<file path="src/hdl/wqac_ram.sv">
// wqac_ram: generic single write port, single read port ram with registered read
// no dependencies
module wqac_ram #(
   parameter int WIDTH = 8,
   parameter int DEPTH = 64
) (
   input  logic                     clock,
   input  logic                     wr_en,
   input  logic [$clog2(DEPTH)-1:0] wr_addr,
   input  logic [WIDTH-1:0]         wr_data,
   input  logic                     rd_en,
   input  logic [$clog2(DEPTH)-1:0] rd_addr,
   output logic [WIDTH-1:0]         rd_data_ff
);
   logic [WIDTH-1:0] mem_ff [DEPTH];

   always_ff @(posedge clock) begin
      if (wr_en) begin
         mem_ff[wr_addr] <= wr_data;
      end
      if (rd_en) begin
         rd_data_ff <= mem_ff[rd_addr];
      end
   end
endmodule

</file>
<file path="config.mk">
export PLATFORM = sky130hd
export DESIGN_NAME = wqac_ram
export DESIGN_NICKNAME = d
export VERILOG_FILES = /design/src/hdl/wqac_ram.sv
export SDC_FILE = /design/constraint.sdc
export NUM_CORES = 1
export LEC_CHECK = 0
export BUFFER_PORTS_ARGS = -buffer_cell sky130_fd_sc_hd__buf_2
export CAP_MARGIN = 20
export CORE_MARGIN = 10
export CORE_UTILIZATION = 28
export CTS_CLUSTER_DIAMETER = 120
export DETAILED_ROUTE_END_ITERATION = 7
export PLACE_DENSITY = 0.48
export SETUP_SLACK_MARGIN = 0.4
export SLEW_MARGIN = 25
export SYNTH_ARGS = -nofsm -noshare
export SYNTH_HDL_FRONTEND = slang
export SYNTH_SLANG_ARGS = --single-unit
</file>
<file path="constraint.sdc">
create_clock -name clock -period 4.8 [get_ports clock]
set_input_delay 0.96 -clock clock [delete_from_list [all_inputs] [get_ports clock]]
set_output_delay 0.96 -clock clock [all_outputs]
set_load 0.005 [all_outputs]
</file>
==> out/qor.yml <==
power_and_ir_drop:
  ir_drop_uv: 259
  power_density_mw_per_mm2: 420
  leakagePower_nw: 7.15
place:
  pre_cts_ws_ns: 1.16
  port_buffers: 30
  gp_congestion: 0.729
  dp.cells: 1900
  dp.final_hpwl_mm: 30.6
timing:
  grt_setup_unrepaired: "no"
  setup_ws_ns: 1.81
  timing.setup.tns_ns: 0
  maxSlewViolCount: 0
  worst_pin_slew_ns: 1.07
  slew_headroom: 0.283
  hold_violations: 0
  min_period_ns: 2.99
  setup_viol: 0
  max_freq_mhz: 335
  finalCritPeriodShare: 0.623
  fin_skew_ns: 0.0187
synth:
  synth.avg_cell_area_sq_um: 21.5
  synth_nets: 963
  syn-instance-count: 940
  ys.flop_type: "edfxtp_1"
  netlist.top_cell.by_area: "edfxtp_1"
  ys_warn_count: 0
  synth_seq_cells: 520
  synth.yosys.seq_area_share: 0.771
  syn_area_sq_mm: 0.0202
  synth_area_leaders: "edfxtp_1 (77%), mux4_2 (14%), nor2_1 (1.5%), mux2i_1 (1.1%), mux2_2 (0.72%)"
  ys_types: 39
  synth_enable_flop_cells: 520
  yosys.area.top_type_share: 0.771
  async_flop_share: 0
  yosysMostFrequentCell: "edfxtp_1"
  synthTopCellsByCount: "edfxtp_1 (520), mux4_2 (126), nor2_1 (83)"
clock_network:
  post_cts_resized: 0
  numCtsBuffers: 53
  ctsHoldBuffers: 0
  clk_latency_ns: 0.60
  cts_root_buffer: "clkbuf_16"
  cts-htree-levels: 2
  cts_sinks: 520
  cts_tree: "done"
  cts_setup_buffers: 0
  path_clk_slew_ns: 0.06
  ctsLongestPathBuffers: 3
routing:
  drt_iter0_drc: 783
  top_layer: "met5"
  drcViolationCount: 0
  m1WireLength_mm: 22.3
  final_antenna_net_count: 0
  wire_per_inst_um: 24.7
  met3_length_mm: 2.61
  wirelength_mm: 49.5
  via_per_inst: 4.75
  wl_met2_mm: 23.3
  num_vias: 9499
  dr.pass1.iters: 5
die:
  die_h_um: 289
  core_area_sq_mm: 0.0716
  die-area_sq_mm: 0.0835
  rows: 98
  io_pins: 31
  die_w_um: 289
  start_util: 0.283
outcome:
  outcome: "finished clean"
final_layout:
  area_growth_pct: 15.5
  nets: 1028
  n_antenna_cell: 0
  post-route-util: 0.326
  n_fill_cell: 6827
  final_cells: 1999
  final_layout_size_suffix_gt1_frac: 0.278
global_routing:
  grt_overflow_total: 0
  grt.total_usage: 0.119
  grt_pass1_vias: 10100
  antenna_found_initial: 7
  grt_max_degree: 65
  grt_pass1_wl_mm: 72.5
critical_path:
  arrival_ns: 3.32
  cp-start-kind: "primary input"
  critical_path_class: "primary input to flop"
  critical_path_required_ns: 5.13
  crit_path_end_kind: "flop"
  cp_max_fo: 32
job:
  maxCapViolCount: 0
worst_hold_path:
  hold_class: "primary input to flop"
-- kinds of logic after synthesis --
logic type,share of synthesized area
buf+inv,0.0156
compound gates,0.0206
flops,0.771
simple gates,0.0337
mux,0.159
-- state kept, by name, summed over array words and instances, names as in the netlist --
name,cells
rd_data_ff,8
mem_ff,512
-- worst paths after layout --
| check | startpoint | end | slack (ns) | cells past startpoint |
|---|---|---|---|---|
| worst min register to register | mem_ff[4][7] | rd_data_ff[7] | 0.91 | 4 |
| worst max-delay path | rd_addr[0] | rd_data_ff[7] | 1.81 | 6 |
| worst min-delay path | rd_en | rd_data_ff[0] | 0.76 | 1 |
| worst max register to register | mem_ff[29][4] | rd_data_ff[4] | 2.62 | 5 |
-- critical path: stages --
cell      delay [ns]
clkbuf_8        0.34
buf_12          0.32
mux4_2          0.58
mux4_2          0.52
o21ai_0         0.39
nand2_1         0.09
-- layout make-up --
type,instances,area [sq um],area share
repair buffers,61,424,0.0181
clock buffers,58,1390,0.0594
clock inverters,41,428,0.0183
multi-input cells,369,4330,0.185
well taps,950,1190,0.0508
flip-flops and latches,520,15600,0.668
-- per-stage QoR --
stage	cell area (sq um)	hold WS (ns)	total power, W
4_1_cts	23400	0.720	0.00992
5_1_grt	23400	0.727	0.0101
2_1_floorplan	20200	0.797	0.00541
6_report	23400	0.763	0.00981
3_3_place_gp	21600	0.933	0.00562
3_5_place_dp	21600	0.909	0.00563
-- metal layers --
| layer | GRT usage | vias up |
|---|---|---|
| li1 | - | 4068 |
| met4 | 0.0381 | 8 |
| met1 | 0.163 | 5087 |
| met2 | 0.187 | 245 |
| met5 | 0 | - |
| met3 | 0.0252 | 91 |
-- cell usage in the layout, fill, tap and decap left out, types with 4 or more instances in the layout --
| cell type | synthesis | layout |
|---|---|---|
| a211oi_1 | 4 | 4 |
| a221oi_1 | 6 | 6 |
| buf_2 | 11 | 26 |
| buf_4 | 13 | 32 |
| bufinv_16 | 0 | 9 |
| clkbuf_16 | 0 | 55 |
| clkinv_1 | 0 | 11 |
| clkinv_2 | 0 | 17 |
| edfxtp_1 | 520 | 520 |
| mux2_2 | 13 | 13 |
| mux2i_1 | 23 | 23 |
| mux4_2 | 126 | 126 |
| nand2_1 | 19 | 19 |
| nand2b_1 | 7 | 7 |
| nand3_1 | 13 | 13 |
| nor2_1 | 83 | 80 |
| nor2b_1 | 14 | 14 |
| nor3_1 | 7 | 5 |
| o221ai_1 | 8 | 8 |
| o22ai_1 | 8 | 8 |
-- power by group --
group          leakage [nW]  switching, W  total (W)  internal [W]
registers              4.69     0.0000136    0.00505       0.00504
logic                  1.57      0.000294   0.000468      0.000174
clock network         0.897       0.00173    0.00430       0.00256
Note: power is estimated with default switching activity, not from simulation.
