===== src/hdl/wqac_pkg.sv =====
// wqac_pkg: shared types, constants and the cordic angle table of the waypoint queue
// used by the cordic, core and checker modules of the waypoint queue arrival check block, depends on nothing
package wqac_pkg;

   localparam int COORD_BITS          = 24;
   localparam int ANGLE_BITS          = 16;
   localparam int QUEUE_DEPTH_DEFAULT = 64;
   localparam int ENTRIES_BITS        = 7;
   localparam int RADIUS_BITS         = 20;
   localparam int TOL_BITS            = 16;
   localparam int CSR_DATA_BITS       = 24;
   localparam int CSR_INDEX_BITS      = 3;
   localparam int CORDIC_STEPS        = 24;
   localparam int CORDIC_SHIFT        = 16;
   localparam int CORDIC_BITS         = COORD_BITS + CORDIC_SHIFT + 3;
   localparam int STEP_BITS           = $clog2(CORDIC_STEPS);
   localparam int MUL_BITS            = (COORD_BITS + 1 > RADIUS_BITS + 1) ?
                                        COORD_BITS + 1 : RADIUS_BITS + 1;
   localparam int DIST_BITS           = 2 * MUL_BITS + 2;
   localparam int YAW_BITS            = ((ANGLE_BITS > TOL_BITS) ? ANGLE_BITS : TOL_BITS) + 2;

   // arctangent of 2^-i in units of 2^-32 turn
   localparam logic [31:0] ATAN_TURN [CORDIC_STEPS] = '{
      32'h20000000, 32'h12E4051E, 32'h09FB385B, 32'h051111D4, 32'h028B0D43,
      32'h0145D7E1, 32'h00A2F61E, 32'h00517C55, 32'h0028BE53, 32'h00145F2F,
      32'h000A2F98, 32'h000517CC, 32'h00028BE6, 32'h000145F3, 32'h0000A2FA,
      32'h0000517D, 32'h000028BE, 32'h0000145F, 32'h00000A30, 32'h00000518,
      32'h0000028C, 32'h00000146, 32'h000000A3, 32'h00000051
   };

   typedef enum logic [1:0] {
      MODE_LOAD_POINT = 2'd0,
      MODE_POSITION   = 2'd1,
      MODE_CLEAR      = 2'd2,
      MODE_SET_DEFAULT = 2'd3
   } mode_type;

   typedef enum logic [CSR_INDEX_BITS-1:0] {
      CSR_ARRIVAL_RADIUS    = 3'd0,
      CSR_HEADING_TOLERANCE = 3'd1,
      CSR_PLANAR_ONLY       = 3'd2,
      CSR_GOAL_DEPTH        = 3'd3,
      CSR_GOAL_HEADING      = 3'd4
   } csr_index_type;

   typedef struct packed {
      mode_type                      mode;
      logic signed [COORD_BITS-1:0]  north;
      logic signed [COORD_BITS-1:0]  east;
      logic signed [COORD_BITS-1:0]  down;
      logic signed [ANGLE_BITS-1:0]  heading;
      logic                          first_point;
      logic                          last_point;
   } req_word_type;

   typedef struct packed {
      logic signed [COORD_BITS-1:0]  target_north;
      logic signed [COORD_BITS-1:0]  target_east;
      logic signed [COORD_BITS-1:0]  target_down;
      logic signed [ANGLE_BITS-1:0]  target_heading;
      logic                          reached;
      logic                          goal_done;
      logic                          push_dropped;
      logic [ENTRIES_BITS-1:0]       entries;
   } rsp_word_type;

   // one queue entry as held in the memory
   typedef struct packed {
      logic signed [COORD_BITS-1:0]  north;
      logic signed [COORD_BITS-1:0]  east;
      logic signed [COORD_BITS-1:0]  down;
      logic signed [ANGLE_BITS-1:0]  heading;
   } entry_type;

   typedef struct packed {
      logic                          start;
      logic signed [COORD_BITS:0]    dx;
      logic signed [COORD_BITS:0]    dy;
   } cordic_req_type;

   typedef struct packed {
      logic                          done;
      logic [ANGLE_BITS-1:0]         angle;
   } cordic_rsp_type;

endpackage


===== src/hdl/wqac_cordic.sv =====
// wqac_cordic: iterative vectoring cordic giving the heading between two points
// depends on wqac_pkg for widths and the angle table
module wqac_cordic (
   input  logic                     clock,
   input  logic                     reset,
   input  wqac_pkg::cordic_req_type cordic_req,
   output wqac_pkg::cordic_rsp_type cordic_rsp
);
   import wqac_pkg::*;

   logic signed [CORDIC_BITS-1:0] x_ff, y_ff, sx, sy, xs, ys;
   logic [31:0]                   acc_ff, acc_in, rounded;
   logic [STEP_BITS-1:0]          step_ff;
   logic                          busy_ff, zero_ff, done_ff;
   logic [ANGLE_BITS-1:0]         angle_ff;

   assign sx = CORDIC_BITS'(cordic_req.dx) <<< CORDIC_SHIFT;
   assign sy = CORDIC_BITS'(cordic_req.dy) <<< CORDIC_SHIFT;
   assign xs = x_ff >>> step_ff;
   assign ys = y_ff >>> step_ff;
   assign acc_in  = (y_ff >= 0) ? acc_ff + ATAN_TURN[step_ff] : acc_ff - ATAN_TURN[step_ff];
   // round half up to the angle width
   assign rounded = acc_in + (32'd1 << (31 - ANGLE_BITS));

   always_ff @(posedge clock) begin
      if (reset) begin
         busy_ff <= 1'b0;
         done_ff <= 1'b0;
      end else begin
         done_ff <= 1'b0;
         if (cordic_req.start) begin
            // negative north difference: pre-rotate by half a turn
            x_ff    <= (cordic_req.dx < 0) ? -sx : sx;
            y_ff    <= (cordic_req.dx < 0) ? -sy : sy;
            acc_ff  <= (cordic_req.dx < 0) ? 32'h8000_0000 : 32'h0;
            zero_ff <= (cordic_req.dx == 0) && (cordic_req.dy == 0);
            step_ff <= '0;
            busy_ff <= 1'b1;
         end else if (busy_ff) begin
            if (y_ff >= 0) begin
               x_ff <= x_ff + ys;
               y_ff <= y_ff - xs;
            end else begin
               x_ff <= x_ff - ys;
               y_ff <= y_ff + xs;
            end
            acc_ff <= acc_in;
            if (step_ff == STEP_BITS'(CORDIC_STEPS - 1)) begin
               busy_ff  <= 1'b0;
               done_ff  <= 1'b1;
               angle_ff <= zero_ff ? '0 : rounded[31 -: ANGLE_BITS];
            end else begin
               step_ff <= step_ff + 1'b1;
            end
         end
      end
   end

   assign cordic_rsp.done  = done_ff;
   assign cordic_rsp.angle = angle_ff;
endmodule


===== config.mk =====
export PLATFORM = sky130hd
export DESIGN_NAME = wqac_cordic
export DESIGN_NICKNAME = d
export VERILOG_FILES = /design/src/hdl/wqac_pkg.sv /design/src/hdl/wqac_cordic.sv
export SDC_FILE = /design/constraint.sdc
export NUM_CORES = 1
export LEC_CHECK = 0
export ABC_AREA = 1
export BUFFER_PORTS_ARGS = -buffer_cell sky130_fd_sc_hd__buf_4
export CAP_MARGIN = 20
export CORE_AREA = 5 5 257 310
export CTS_BUF_LIST = sky130_fd_sc_hd__clkbuf_2 sky130_fd_sc_hd__clkbuf_4 sky130_fd_sc_hd__clkbuf_8
export CTS_CLUSTER_SIZE = 25
export DETAILED_ROUTE_END_ITERATION = 10
export DIE_AREA = 0 0 262 315
export PLACE_DENSITY = 0.52
export REMOVE_ABC_BUFFERS = 1
export SLEW_MARGIN = 30
export SYNTH_ARGS = -nofsm -noshare
export SYNTH_HDL_FRONTEND = slang
export SYNTH_SLANG_ARGS = --single-unit
export TNS_END_PERCENT = 50

===== constraint.sdc =====
create_clock -name clock -period 10.1 [get_ports clock]
set_input_delay 2.02 -clock clock [delete_from_list [all_inputs] [get_ports clock]]
set_output_delay 2.02 -clock clock [all_outputs]
set_load 0.02 [all_outputs]

==> flow_metrics.tcl, run 1 <==
set metrics [dict create \
    timing_hold_violations_final 0 \
    cts-buffers-inserted 17 \
    final-setup-viol-count 0 \
    post_synth_top_flop "sky130_fd_sc_hd__edfxtp_1" \
    final_cell_count_without_fillers 4845 \
    cp_num_buf_inv 3 \
    place_congestion 0.934 \
    layout.cells.most_common_list "sky130_fd_sc_hd__nand2_1 (1,081), sky130_fd_sc_hd__nand3_1 (547), sky130_fd_sc_hd__nor2_1 (394)" \
    tritoncts "yes" \
    critPathSlowestCell "sky130_fd_sc_hd__inv_4" \
    postSynth.asyncResetShare 0 \
    synthesized_instance_count 3839 \
    fp.dieH_um 315 \
    tightestPinTransition_ps 929 \
    reg2reg_from "step_ff[1]" \
    grt_pass1_vias 24100 \
    combPwrFrac 0.674 \
    finish.net_count 4003 \
    design.core.area_sq_um 76000 \
    cts.path.max_buffers 2 \
    fin_crit_ps 6610 \
    largest_net_degree_at_the_start_of_global_routing 121 \
    die_w_um 262 \
    timing.max_cap.violations 0 \
    cp-end-kind "flop" \
    vias_per_cell 5.23 \
    layout.filler_cells 8638 \
    minimum_setup_slack_among_reg_to_reg_paths_ps 3490 \
    critical-path-max-stage-delay_ps 780 \
    io-pin-count 70 \
    p_leak_nw 11.3 \
    antenna_found_initial 1 \
    drt-wirelength-per-cell_um 18.3 \
    core.rowCount 111 \
    syn_avg_cell_area_sq_um 5.90 \
    share_clk_of_total_power 0.120 \
    ys_warn_count 0 \
    worst_hold_path_cell_count 2 \
    grt_overflow 0 \
    yosysUniqueCellTypes 67 \
    min_period_over_period 0.654 \
    drt_pass1_iterations 6 \
    detail_route.iter0.violations 2141 \
    total_power_mw 4.36 \
    max_freq_mhz 151 \
    seq_area_frac_synth 0.187 \
    vdd_ir_drop_max_uv 73.4 \
    cts-resized-gates 0 \
    seq_power_share 0.206 \
    critical_path_peak_fanout 83 \
    postRouteAntennaNets 0 \
    worst-endpoint-arrival_ps 6940 \
    clock_sinks 142 \
    crit_family "simple AND/OR/NAND/NOR gates" \
    worst_hold_path_type "reg2reg" \
    critPathLaunchType "flop" \
    tns_ps 0 \
    r2r_cells 28 \
    gr-usage-all-layers 0.209 \
    critPathMostFrequentCell "sky130_fd_sc_hd__nand2_1" \
    intPower_mw 1.91 \
    drcViolationCount 0 \
    r2r-end "angle_ff[13]" \
    groute.layer.met2.usage 0.369 \
    result_of_the_run "complete, no violations" \
    post_synth_instance_area_sq_um 22700 \
    synth-edff-count 140 \
    dp.cells 4812 \
    post_cts_buffers 0 \
    clk_pin_slew_worst_paths_ps 120 \
    initial_utilization 0.298 \
    clock-root-buffer "sky130_fd_sc_hd__clkbuf_8" \
    area_delta_synth_final_pct 7.28 \
    global_route.usage.met1 0.259 \
    timing.max_slew.rel_slack 0.380 \
    cp_data_required_time_ps 10430 \
    switching_share 0.562 \
    vias 25300 \
    grt_setup_unrepaired "no" \
    power_density_nw_per_um2 180 \
    preCtsSetupSlack_ps 3500 \
    holdBufCountCts 0 \
    min-delay-start "busy_ff" \
    globalRouteMet3Util 0.0228 \
    die_area_sq_um 82500 \
    numPortBuffers 69 \
    grt_first_pass_wirelength_mm 136 \
    net-switching-power_mw 2.45 \
    register_bit_total_from_synthesis 142 \
    hold_path_end "done_ff" \
    fraction_of_final_layout_cells_sized_beyond_drive_strength_1 0.0544 \
    routed_wirelength_mm 88.7 \
    final_critical_path_setup_slack_ps 3490 \
    commonest_non_fill_non_tap_cell_in_the_layout "sky130_fd_sc_hd__nand2_1" \
    htreeDepth 4 \
    clkLatencyLatePin_ps 570 \
    busiest_layer "met2" \
    final.setup_skew_ps 36.4 \
    setup.worst_path.class "reg2reg" \
    hpwlAfterDp_mm 71.3 \
    final_max_slew_viol_count 0 \
]
-- through the flow --
stage / cell area [sq um] / hold slack, ps / util
after floorplan: 21900 / 441 / -
after global placement: 23900 / 543 / 0.314
after detailed placement: 23900 / 545 / 0.314
after CTS: 24300 / 562 / 0.320
after global routing: 24300 / 595 / 0.320
final: 24300 / 562 / 0.320
-- state kept, by name, summed over array words and instances, names as in the netlist --
signal and flops:
acc_ff 32, angle_ff 16, busy_ff 1, done_ff 1, step_ff 5, x_ff 43
y_ff 43, zero_ff 1
-- power by group through the flow --
| stage | Clock, mW | Combinational, mW | Sequential (mW) |
|---|---|---|---|
| after floorplan | 0 | 2.09 | 0.872 |
| after global placement | 0 | 2.90 | 0.915 |
| after detailed placement | 0 | 2.90 | 0.913 |
| after CTS | 0.546 | 2.92 | 0.901 |
| after global routing | 0.562 | 3.31 | 0.901 |
| final | 0.526 | 2.94 | 0.898 |
-- worst max-delay path by stage --
| stage | startpoint | slack [ps] | cells after the start | end |
|---|---|---|---|---|
| 2_1_floorplan | cordic_req[50] | 650 | 3 | step_ff[0] |
| 3_3_place_gp | step_ff[1] | 3540 | 28 | angle_ff[13] |
| 3_5_place_dp | step_ff[1] | 3500 | 28 | angle_ff[13] |
| 4_1_cts | step_ff[1] | 3500 | 28 | angle_ff[13] |
| 5_1_grt | step_ff[1] | 2700 | 28 | angle_ff[13] |
| 6_report | step_ff[1] | 3490 | 28 | angle_ff[13] |
-- metal layers --
layer,part of all wire,up-vias
li1,-,12800
met2,0.49,747
met4,0.046,0
met1,0.42,11600
met5,0,-
met3,0.041,167
-- synth_stat cells, types with 5 or more instances --
master | count | area share
sky130_fd_sc_hd__o21bai_1 | 7 | 0.0023
sky130_fd_sc_hd__inv_2 | 16 | 0.0027
sky130_fd_sc_hd__a21o_1 | 19 | 0.0063
sky130_fd_sc_hd__nor3_1 | 44 | 0.0097
sky130_fd_sc_hd__edfxtp_1 | 140 | 0.19
sky130_fd_sc_hd__buf_1 | 16 | 0.0027
sky130_fd_sc_hd__a31oi_1 | 26 | 0.0072
sky130_fd_sc_hd__nand2_2 | 12 | 0.0033
sky130_fd_sc_hd__nand3b_1 | 9 | 0.0030
sky130_fd_sc_hd__a21boi_0 | 6 | 0.0020
sky130_fd_sc_hd__o21ai_1 | 21 | 0.0046
sky130_fd_sc_hd__and2_1 | 7 | 0.0019
sky130_fd_sc_hd__buf_4 | 11 | 0.0036
sky130_fd_sc_hd__ha_1 | 133 | 0.073
sky130_fd_sc_hd__buf_6 | 22 | 0.011
sky130_fd_sc_hd__clkinv_1 | 7 | 0.0012
sky130_fd_sc_hd__xor2_1 | 81 | 0.031
sky130_fd_sc_hd__nor2_1 | 395 | 0.065
sky130_fd_sc_hd__o21a_1 | 27 | 0.0089
sky130_fd_sc_hd__nand2_1 | 1081 | 0.18
sky130_fd_sc_hd__xnor2_1 | 40 | 0.015
sky130_fd_sc_hd__inv_1 | 370 | 0.061
sky130_fd_sc_hd__clkbuf_1 | 46 | 0.0076
sky130_fd_sc_hd__nor2_2 | 12 | 0.0033
sky130_fd_sc_hd__nor4_1 | 14 | 0.0039
sky130_fd_sc_hd__nand3_1 | 547 | 0.12
sky130_fd_sc_hd__o31ai_1 | 8 | 0.0027
sky130_fd_sc_hd__buf_2 | 41 | 0.0091
sky130_fd_sc_hd__a21oi_1 | 310 | 0.068
sky130_fd_sc_hd__or2_2 | 9 | 0.0025
sky130_fd_sc_hd__xor2_2 | 5 | 0.0036
sky130_fd_sc_hd__o21ai_0 | 243 | 0.054
sky130_fd_sc_hd__nand4_1 | 37 | 0.010
sky130_fd_sc_hd__o211ai_1 | 15 | 0.0050
sky130_fd_sc_hd__o22ai_1 | 5 | 0.0014
-- cells by family (layout without fill, tap and decap cells) --
kind of cell               after synthesis  in the layout  share of synthesized area
xor gates and xnor gates               126            126                     0.0504
DFF                                    142            142                      0.187
adders and majority gates              136            136                     0.0761
buffers and inverters                  532            520                      0.100
and+or+nand+nor                       2190           2190                      0.413
other                                    0              1                          0
AOI/OAI and AO/OA                      713            713                      0.173
-- area by class of cell --
class,instances,area [sq um],share of cell area
Multi-Input combinational cell,3165,16200,0.665
Sequential cell,142,4240,0.175
Inverter,395,1490,0.0612
Tap cell,1017,1270,0.0523
Timing Repair Buffer,93,711,0.0292
Clock buffer,17,234,0.00962
Clock inverter,15,191,0.00787
Antenna cell,1,2.50,0.000103
-- worst reg2reg max path: cells and delay by family (launching register included) --
family,cells,cell delay (ps)
DFF,1,700
and+or+nand+nor,14,1970
buffers and inverters,3,950
adders and majority gates,3,1000
AOI/OAI and AO/OA,7,1590
xor gates and xnor gates,1,170
No activity file was read; power rests on OpenSTA's default activity.
==> run 2: changes to the inputs <==
- clock period: 10.1 -> 6.7 ns (I/O delays scaled with it)
==> flow_metrics.tcl, run 2 (synthesis results as in run 1) <==
set metrics [dict create \
    net-switching-power_mw 3.69 \
    antenna_found_initial 2 \
    r2r-end "y_ff[42]" \
    tightestPinTransition_ps 1060 \
    intPower_mw 2.95 \
    combPwrFrac 0.676 \
    worst-endpoint-arrival_ps 6490 \
    drcViolationCount 0 \
    p_leak_nw 11.3 \
    postRouteAntennaNets 0 \
    clk_pin_slew_worst_paths_ps 100 \
    hpwlAfterDp_mm 73.6 \
    drt-wirelength-per-cell_um 18.7 \
    core.rowCount 111 \
    final_max_slew_viol_count 0 \
    final.setup_skew_ps 31.9 \
    layout.area.seq_sq_um 4240 \
    minimum_setup_slack_among_reg_to_reg_paths_ps 560 \
    grt_setup_unrepaired "no" \
    layout.filler_cells 8655 \
    detail_route.iter0.violations 2321 \
    finish.net_count 4011 \
    fp.dieH_um 315 \
    worst_hold_path_type "reg2reg" \
    vdd_ir_drop_max_uv 98.1 \
    cts-resized-gates 0 \
    largest_net_degree_at_the_start_of_global_routing 99 \
    timing.max_slew.rel_slack 0.288 \
    fin_area_sq_um 24400 \
    fraction_of_final_layout_cells_sized_beyond_drive_strength_1 0.0563 \
    power_density_nw_per_um2 272 \
    commonest_non_fill_non_tap_cell_in_the_layout "sky130_fd_sc_hd__nand2_1" \
    place_congestion 0.961 \
    cts-buffers-inserted 17 \
    clock-root-buffer "sky130_fd_sc_hd__clkbuf_8" \
    vias_per_cell 5.23 \
    timing.max_cap.violations 0 \
    critical-path-max-stage-delay_ps 540 \
    min_period_over_period 0.917 \
    critical_path_peak_fanout 47 \
    final-setup-viol-count 0 \
    setup.worst_path.class "reg2reg" \
    critPathLaunchType "flop" \
    max_freq_mhz 163 \
    r2r_cells 29 \
    vias 25400 \
    result_of_the_run "complete, no violations" \
    cp_data_required_time_ps 7050 \
    min-delay-start "busy_ff" \
    grt_first_pass_wirelength_mm 139 \
    switching_share 0.556 \
    io-pin-count 70 \
    multi_input_comb_area_sq_um 16200 \
    grt_overflow 0 \
    fin_worst_hold_slack_ps 571 \
    post_cts_buffers 0 \
    final_cell_count_without_fillers 4853 \
    drt_pass1_iterations 8 \
    top_regs "x_ff: 43 flops, y_ff: 43 flops, acc_ff: 32 flops" \
    dp.cells 4820 \
    postPlaceCellArea_sq_um 24000 \
    layout.cells.most_common_list "sky130_fd_sc_hd__nand2_1 (1,081), sky130_fd_sc_hd__nand3_1 (547), sky130_fd_sc_hd__nor2_1 (394)" \
    tritoncts "yes" \
    worst_hold_path_cell_count 2 \
    critPathSlowestCell "sky130_fd_sc_hd__o21ai_0" \
    fin_crit_ps 6140 \
    design.core.area_sq_um 76000 \
    critPathMostFrequentCell "sky130_fd_sc_hd__nand3_1" \
    die_area_sq_um 82500 \
    clkLatencyLatePin_ps 590 \
    initial_utilization 0.298 \
    tns_ps 0 \
    cts.path.max_buffers 2 \
    timing_hold_violations_final 0 \
    seq_power_share 0.205 \
    post-route-util 0.321 \
    cp-end-kind "flop" \
    reg2reg_from "step_ff[0]" \
    htreeDepth 4 \
    clock_sinks 142 \
    grt_pass1_vias 24000 \
    numPortBuffers 69 \
    hold_path_end "done_ff" \
    holdBufCountCts 0 \
    routed_wirelength_mm 91.0 \
    area_delta_synth_final_pct 7.73 \
    gr-usage-all-layers 0.216 \
    die_w_um 262 \
    share_clk_of_total_power 0.119 \
]
-- run 2: changes by cell type in the layout (fill, tap and decap cells not counted), moves of 2 or more --
cell                         previous run  this run
sky130_fd_sc_hd__clkinv_8               6         0
sky130_fd_sc_hd__buf_12                 1         6
sky130_fd_sc_hd__bufinv_16              0         2
sky130_fd_sc_hd__clkinvlp_4             0         2
sky130_fd_sc_hd__buf_4                 92        95
-- run 2: cell type report --
type,instances,area share
timing repair buffer,101,0.0341
inverter,395,0.0610
multi-input combinational,3165,0.662
antenna,2,0.000205
clock buffer,18,0.00989
tap,1017,0.0521
clock inverter,13,0.00636
sequential,142,0.174
-- run 2: metal layers --
| layer | up-vias | global-route usage | part of all wire |
|---|---|---|---|
| met5 | - | 0 | 0 |
| met4 | 0 | 0.0845 | 0.042 |
| met3 | 151 | 0.0221 | 0.042 |
| met2 | 741 | 0.377 | 0.49 |
| met1 | 11600 | 0.272 | 0.43 |
| li1 | 12900 | - | - |
-- run 2: how the worst max path moves through the flow --
stage                        start          to  slack [ps]  cells after the start
floorplan           cordic_req[50]  step_ff[0]       -2070                      3
global placement        step_ff[0]    y_ff[42]         640                     29
detailed placement      step_ff[0]    y_ff[42]         670                     29
CTS                     step_ff[0]    y_ff[42]         650                     29
global route            step_ff[0]    y_ff[42]         120                     29
finish                  step_ff[0]    y_ff[42]         560                     29
-- run 2: power groups by stage --
stage / sequential (mW) / clock (mW) / combinational (mW)
after floorplan: 1.31 / 0 / 3.14
after global placement: 1.38 / 0 / 4.45
after detailed placement: 1.38 / 0 / 4.43
after CTS: 1.36 / 0.824 / 4.45
after global routing: 1.36 / 0.845 / 5.05
final: 1.36 / 0.788 / 4.49
-- run 2: metrics by stage --
step | setup slack [ps] | total power, mW
2_1_floorplan | -2070 | 4.46
3_3_place_gp | 639 | 5.83
3_5_place_dp | 668 | 5.81
4_1_cts | 647 | 6.64
5_1_grt | 119 | 7.25
6_report | 557 | 6.63
-- run 2: critical path: cells and delay by family (launching register included) --
family	cells	cell delay, ps
XOR/XNOR	1	160
adder cells (fa/ha/maj)	2	610
AND/OR/NAND/NOR	17	2050
buffers and inverters	4	1070
flip-flops	1	470
AO/OA/AOI/OAI	5	1530
